### src/sv/rpn_pkg.sv
// RPN calculator package: payload structs, token codes, controller/datapath bundles.
// No dependencies.
`timescale 1ns / 1ps
package rpn_pkg;
	localparam logic [2:0] OP_PUSH = 3'd0;
	localparam logic [2:0] OP_ADD = 3'd1;
	localparam logic [2:0] OP_SUB = 3'd2;
	localparam logic [2:0] OP_MUL = 3'd3;
	localparam logic [2:0] OP_DIV = 3'd4;
	localparam logic [2:0] OP_MOD = 3'd5;
	localparam logic [2:0] OP_PRINT = 3'd6;
	localparam logic [2:0] OP_UNKNOWN = 3'd7;

	typedef struct packed {
		logic [2:0] op;
		logic signed [31:0] value;
	} rpn_in_t;

	typedef struct packed {
		logic signed [31:0] result;
		logic printed;
		logic stack_full_error;
		logic stack_empty_error;
		logic zero_divisor_error;
		logic unknown_command_error;
	} rpn_out_t;

	// controller -> datapath
	typedef struct packed {
		logic load_tok;   // latch token
		logic rd_b;       // read top into b
		logic rd_a;       // read next into a
		logic cap_b;      // capture read data as b
		logic cap_a;      // capture read data as a
		logic mul_go;     // multiply stage 1
		logic mul_fin;    // multiply stage 2 (scale+saturate)
		logic div_go;     // start divider
		logic wr_res;     // push computed result
		logic wr_val;     // push token value
		logic set_zdiv;
		logic set_print;
		logic set_unknown;
		logic clr_flags;
	} rpn_cmd_t;

	// datapath -> controller
	typedef struct packed {
		logic div_busy;
		logic b_zero;     // divisor zero for current op
	} rpn_stat_t;
endpackage

### src/sv/rpn_ctrl.sv
// Controller FSM: sequences stack reads, arithmetic and writes per token.
// Depends on rpn_pkg.
`timescale 1ns / 1ps
module rpn_ctrl import rpn_pkg::*; (
	input logic clk,
	input logic arst_n,
	input logic in_fire,
	input logic [2:0] in_op,
	input logic out_taken,
	input rpn_stat_t stat,
	output rpn_cmd_t cmd,
	output logic idle,
	output logic out_valid
);
	localparam logic [3:0] S_IDLE = 4'd0;
	localparam logic [3:0] S_DEC = 4'd1;
	localparam logic [3:0] S_CB = 4'd2;
	localparam logic [3:0] S_RA = 4'd3;
	localparam logic [3:0] S_CA = 4'd4;
	localparam logic [3:0] S_EXE = 4'd5;
	localparam logic [3:0] S_MUL = 4'd6;
	localparam logic [3:0] S_DIVW = 4'd7;
	localparam logic [3:0] S_WR = 4'd8;
	localparam logic [3:0] S_PR = 4'd9;
	localparam logic [3:0] S_OUT = 4'd10;
	localparam logic [3:0] S_ZCHK = 4'd11;

	logic [3:0] state_q, state_d;
	logic [2:0] op_q;

	always_ff @(posedge clk or negedge arst_n) begin
		if (!arst_n) begin
			state_q <= S_IDLE;
			op_q <= OP_PUSH;
		end else begin
			state_q <= state_d;
			if (in_fire) begin
				op_q <= in_op;
			end
		end
	end

	always_comb begin
		cmd = '0;
		state_d = state_q;
		unique case (state_q)
			S_IDLE: begin
				if (in_fire) begin
					cmd.load_tok = 1'b1;
					cmd.clr_flags = 1'b1;
					state_d = S_DEC;
				end
			end
			S_DEC: begin
				case (op_q)
					OP_PUSH: begin
						cmd.wr_val = 1'b1;
						state_d = S_OUT;
					end
					OP_UNKNOWN: begin
						cmd.set_unknown = 1'b1;
						state_d = S_OUT;
					end
					OP_PRINT: begin
						cmd.rd_b = 1'b1;
						state_d = S_PR;
					end
					default: begin
						cmd.rd_b = 1'b1;
						state_d = S_CB;
					end
				endcase
			end
			S_PR: begin
				cmd.set_print = 1'b1;
				state_d = S_OUT;
			end
			S_CB: begin
				cmd.cap_b = 1'b1;
				state_d = (op_q == OP_DIV || op_q == OP_MOD) ? S_ZCHK : S_RA;
			end
			S_ZCHK: begin
				if (stat.b_zero) begin
					cmd.set_zdiv = 1'b1;
					state_d = S_OUT;
				end else begin
					state_d = S_RA;
				end
			end
			S_RA: begin
				cmd.rd_a = 1'b1;
				state_d = S_CA;
			end
			S_CA: begin
				cmd.cap_a = 1'b1;
				state_d = S_EXE;
			end
			S_EXE: begin
				case (op_q)
					OP_MUL: begin
						cmd.mul_go = 1'b1;
						state_d = S_MUL;
					end
					OP_DIV, OP_MOD: begin
						cmd.div_go = 1'b1;
						state_d = S_DIVW;
					end
					default: begin
						cmd.wr_res = 1'b1;
						state_d = S_OUT;
					end
				endcase
			end
			S_MUL: begin
				cmd.mul_fin = 1'b1;
				state_d = S_WR;
			end
			S_DIVW: begin
				if (!stat.div_busy) begin
					state_d = S_WR;
				end
			end
			S_WR: begin
				cmd.wr_res = 1'b1;
				state_d = S_OUT;
			end
			S_OUT: begin
				if (out_taken) begin
					state_d = S_IDLE;
				end
			end
			default: state_d = S_IDLE;
		endcase
	end

	assign idle = (state_q == S_IDLE);
	assign out_valid = (state_q == S_OUT);
endmodule

### config.mk
export PLATFORM = sky130hd
export DESIGN_NAME = rpn_ctrl
export DESIGN_NICKNAME = d
export VERILOG_FILES = /design/src/sv/rpn_pkg.sv /design/src/sv/rpn_ctrl.sv
export SDC_FILE = /design/constraint.sdc
export NUM_CORES = 1
export LEC_CHECK = 0
export BUFFER_PORTS_ARGS = -buffer_cell sky130_fd_sc_hd__buf_2
export CAP_MARGIN = 20
export CORE_MARGIN = 5
export CORE_UTILIZATION = 50
export DETAILED_ROUTE_END_ITERATION = 16
export PLACE_DENSITY_LB_ADDON = 0.12
export SYNTH_ARGS = -nofsm -noshare
export SYNTH_HDL_FRONTEND = slang
export SYNTH_SLANG_ARGS = --single-unit
### constraint.sdc
create_clock -name clk -period 4.2 [get_ports clk]
set_input_delay 1.05 -clock clk [delete_from_list [all_inputs] [get_ports clk]]
set_output_delay 1.05 -clock clk [all_outputs]
set_load 0.02 [all_outputs]
# == Word level (Yosys, flattened, before mapping) ==
# Index checks and enable logic that the tools add are counted.
# totals
output_inout_bits,16
wordCells,58
reg_bits,7
# op_classes
n_reduce_logical,8
n_mux,29
eq_ne,19
# ops
cell,n
one-hot mux 4 bit (11 select lines),1
two-way mux 1 bit,20
two-way mux 4 bit,5
"== test 4 x 3 -> 1 bit, second input constant",4
"== test 4 bit, second input constant",4
one-hot mux 4 bit (2 select lines),2
"== test 3 bit, second input constant",4
"== test 4 x 2 -> 1 bit, second input constant",2
"!= test 2 bit, second input constant",3
OR reduction 2 bit,3
"== test 4 x 1 -> 1 bit, second input constant",1
logical NOT 4 bit,1
"== test 3 x 2 -> 1 bit, second input constant",1
logical NOT 3 bit,1
AND reduction 3 bit,1
OR reduction 3 bit,1
one-hot mux 1 bit (2 select lines),1
logical OR 1 bit,1

# == Depth between registers and ports, before layout ==
# logic_depth
word_depth,4
ltp_mapped,5
mapped_depth_nobuf,4

# == Worst setup path after synthesis ==
# No wires, ideal clock.
# synth_timing
path_kind,flip-flop to output port
start,register state_q[0]
end,output cmd[13] (netlist bit)
arrival_time_ps,1913
required_ps,3150
stages_incl_launch_ff,5
setup_slack_ps,1237
path_cell_list,dfrtp_1 -> buf_4 -> nor4_1 -> and2_1 -> buf_4
# synth_rtl
element,line,text
from (decl),rpn_ctrl.sv:28,"logic [3:0] state_q, state_d;"
from (signal assigned),rpn_ctrl.sv:36,state_q <= state_d;
to (decl),rpn_ctrl.sv:11,"output rpn_cmd_t cmd,"

==> results.py <==
metrics = {
    "synthesis": {
        "synth-edff-count": 0,
        "synthTopCellsByArea": "dfrtp_1 (27%), nor3_1 (6.8%), nor2_1 (6.3%)",
        "ys_types": 34,
        "ys_ff_latch": 7,
        "netlist.top_cell.by_area": "dfrtp_1",
        "yosysWarningCount": 0,
        "synth_cells": 80,
        "synthArstFlopShare_pct": 100,
        "synth-seq-area-share_pct": 26.5,
        "synth_ff_type": "dfrtp_1",
        "syn_nets": 89,
        "netlist.area_leader.share_pct": 26.5,
        "syn_avg_cell_area_sq_um": 8.26,
        "synth.cell_area_sq_um": 661,
    },
    "cts": {
        "cts_hold_buf": 0,
        "insertion_delay_ns": 0.25,
        "htree_levels": 1,
        "numCtsBuffers": 3,
        "postCtsResizedCells": 0,
        "clk_pin_slew_ns": 0.05,
        "ctsLongestPathBuffers": 2,
        "clock_sinks": 7,
        "cts_tree": "done",
        "root_buffer": "clkbuf_4",
        "postCtsSetupBuffers": 0,
    },
    "die": {
        "start_util_pct": 52.1,
        "ios": 25,
        "die_w_um": 46.4,
        "coreArea_sq_um": 1270,
        "die-area_sq_um": 2150,
        "dieHeight_um": 46.4,
        "std_cell_rows": 13,
    },
    "route": {
        "drtAntennaViolNets": 0,
        "drc": 0,
        "vias": 647,
        "dr.pass1.iters": 2,
        "first_iter_violations": 9,
        "routed_wl_um": 1470,
        "routedWlPerCell_um": 12.7,
        "vias_per_cell": 5.58,
    },
    "timing": {
        "layout_worst_path_cycle_share_pct": 67.7,
        "max_freq_ghz": 0.352,
        "rsz0062_at_grt": "false",
        "worstMarginPinSlew_ns": 0.482,
        "drv_slew": 0,
        "clock_skew_ns": 0.000984,
        "setup_violations": 0,
        "relSlewSlack_pct": 67.9,
        "hold_slack_ns": 0.619,
        "setup_tns_ns": 0,
        "hold_violations": 0,
        "fin_crit_ns": 2.84,
    },
    "cells_and_area": {
        "drive_gt1_share_pct": 36.6,
        "final_cell_mix": "buf_2 (24), nor2_1 (11), nor3_1 (9)",
        "final_cell_area_sq_um": 769,
        "final_common_cell": "buf_2",
        "num_antenna_cells": 0,
        "final_cells": 116,
        "layout.nets": 111,
        "nFillCells": 133,
        "area_delta_synth_final_pct": 16.5,
    },
    "grt": {
        "grt-ovfl-total": 0,
        "grt_pass1_wl_um": 2350,
        "antenna_found_initial": 0,
        "grt_max_degree": 14,
        "track_usage_pct": 15.4,
        "grt_pass1_vias": 565,
    },
    "pwr": {
        "power_density_nw_per_um2": 638,
        "p_int_uw": 242,
        "pwr-share-seq_pct": 31.0,
        "switchingPower_uw": 249,
        "swShare_pct": 50.8,
        "clkPwrFrac_pct": 11.8,
        "ir_drop_v": 0.000339,
        "leakage_uw": 0.000354,
        "p_comb_share_pct": 57.1,
    },
    "critical_path": {
        "startpoint_type": "register",
        "critPathRequiredTime_ns": 3.15,
        "crit_path_end_kind": "output pin",
        "worstPathArrival_ns": 1.79,
        "path_max_fanout": 13,
        "crit_type": "register to output pin",
    },
    "run": {
        "drv_cap": 0,
    },
    "place": {
        "dp_hpwl_um": 1140,
        "dp.cells": 112,
        "place_area_sq_um": 743,
        "gp_congestion": 0.763,
        "port_buffers": 24,
    },
    "run_status": {
        "status": "completed",
    },
    "hold_path": {
        "hp-class": "input pin to asynchronous set/reset pin",
    },
}
kinds of logic after synthesis:
family | synth area share, %
multiplexers | 5.11
AO/OA/AOI/OAI | 24.1
XOR/XNOR | 1.33
buffers and inverters | 10.2
flip-flops | 26.5
AND/OR/NAND/NOR | 32.8
flip-flops by register name, summed over array words and instances (netlist names):
register	flops
op_q	3
state_q	4
power by group through the flow:
stage	Clock [uW]	Sequential, uW	Combinational, uW
floorplan	0	108	287
CTS	61.1	150	283
detailed placement	0	151	283
finish	57.9	152	280
global placement	0	149	280
global route	69.4	157	312
area by class of cell:
cell class | instances | area, sq um | area share, %
inverters | 3 | 11.3 | 1.46
repair buffers | 24 | 120 | 15.6
well taps | 15 | 18.8 | 2.44
multi-input cells | 63 | 418 | 54.3
clock buffers | 4 | 26.3 | 3.41
flip-flops and latches | 7 | 175 | 22.8
through the flow:
stage	power [uW]	worst slack [ns]	util [%]
after floorplan	395	1.24	-
after global placement	430	1.63	58.6
after detailed placement	434	1.62	58.6
after CTS	495	1.35	60.7
after global routing	538	1.18	60.7
final	491	1.36	60.7
critical path: stages, from the launching register on:
cell and delay, ns:
dfrtp_1 0.52, nand2b_2 0.30, or3_1 0.37, nor3b_1 0.17
buf_2 0.19
metal layers:
metal | wire, um | GRT usage [%]
met5 | 0 | 0
met4 | 29 | 10.2
met3 | 91 | 3.52
met2 | 691 | 23.1
met1 | 659 | 19.5
cells in the mapped netlist, types with 2 or more instances:
master / n
nor4_1: 2
nand2b_1: 3
a21oi_1: 6
mux2_2: 3
buf_4: 5
nor3_1: 9
a21o_1: 2
inv_1: 2
dfrtp_1: 7
a211oi_1: 2
nand2_1: 5
or3_1: 2
nor2_1: 11
final timing paths:
path                         endpoint        from  slack, ns  depth (start not counted)
setup / recovery              cmd[12]  state_q[1]       1.36                          4
hold / removal                op_q[0]      arst_n       0.62                          1
setup reg to reg           state_q[3]  state_q[1]       2.53                          4
hold reg to reg               op_q[2]     op_q[2]       0.62                          1
max in group asynchronous  state_q[2]      arst_n       3.44                          1
min in group clk              op_q[2]     op_q[2]       0.62                          1
Note: power is estimated with default switching activity, not from simulation.
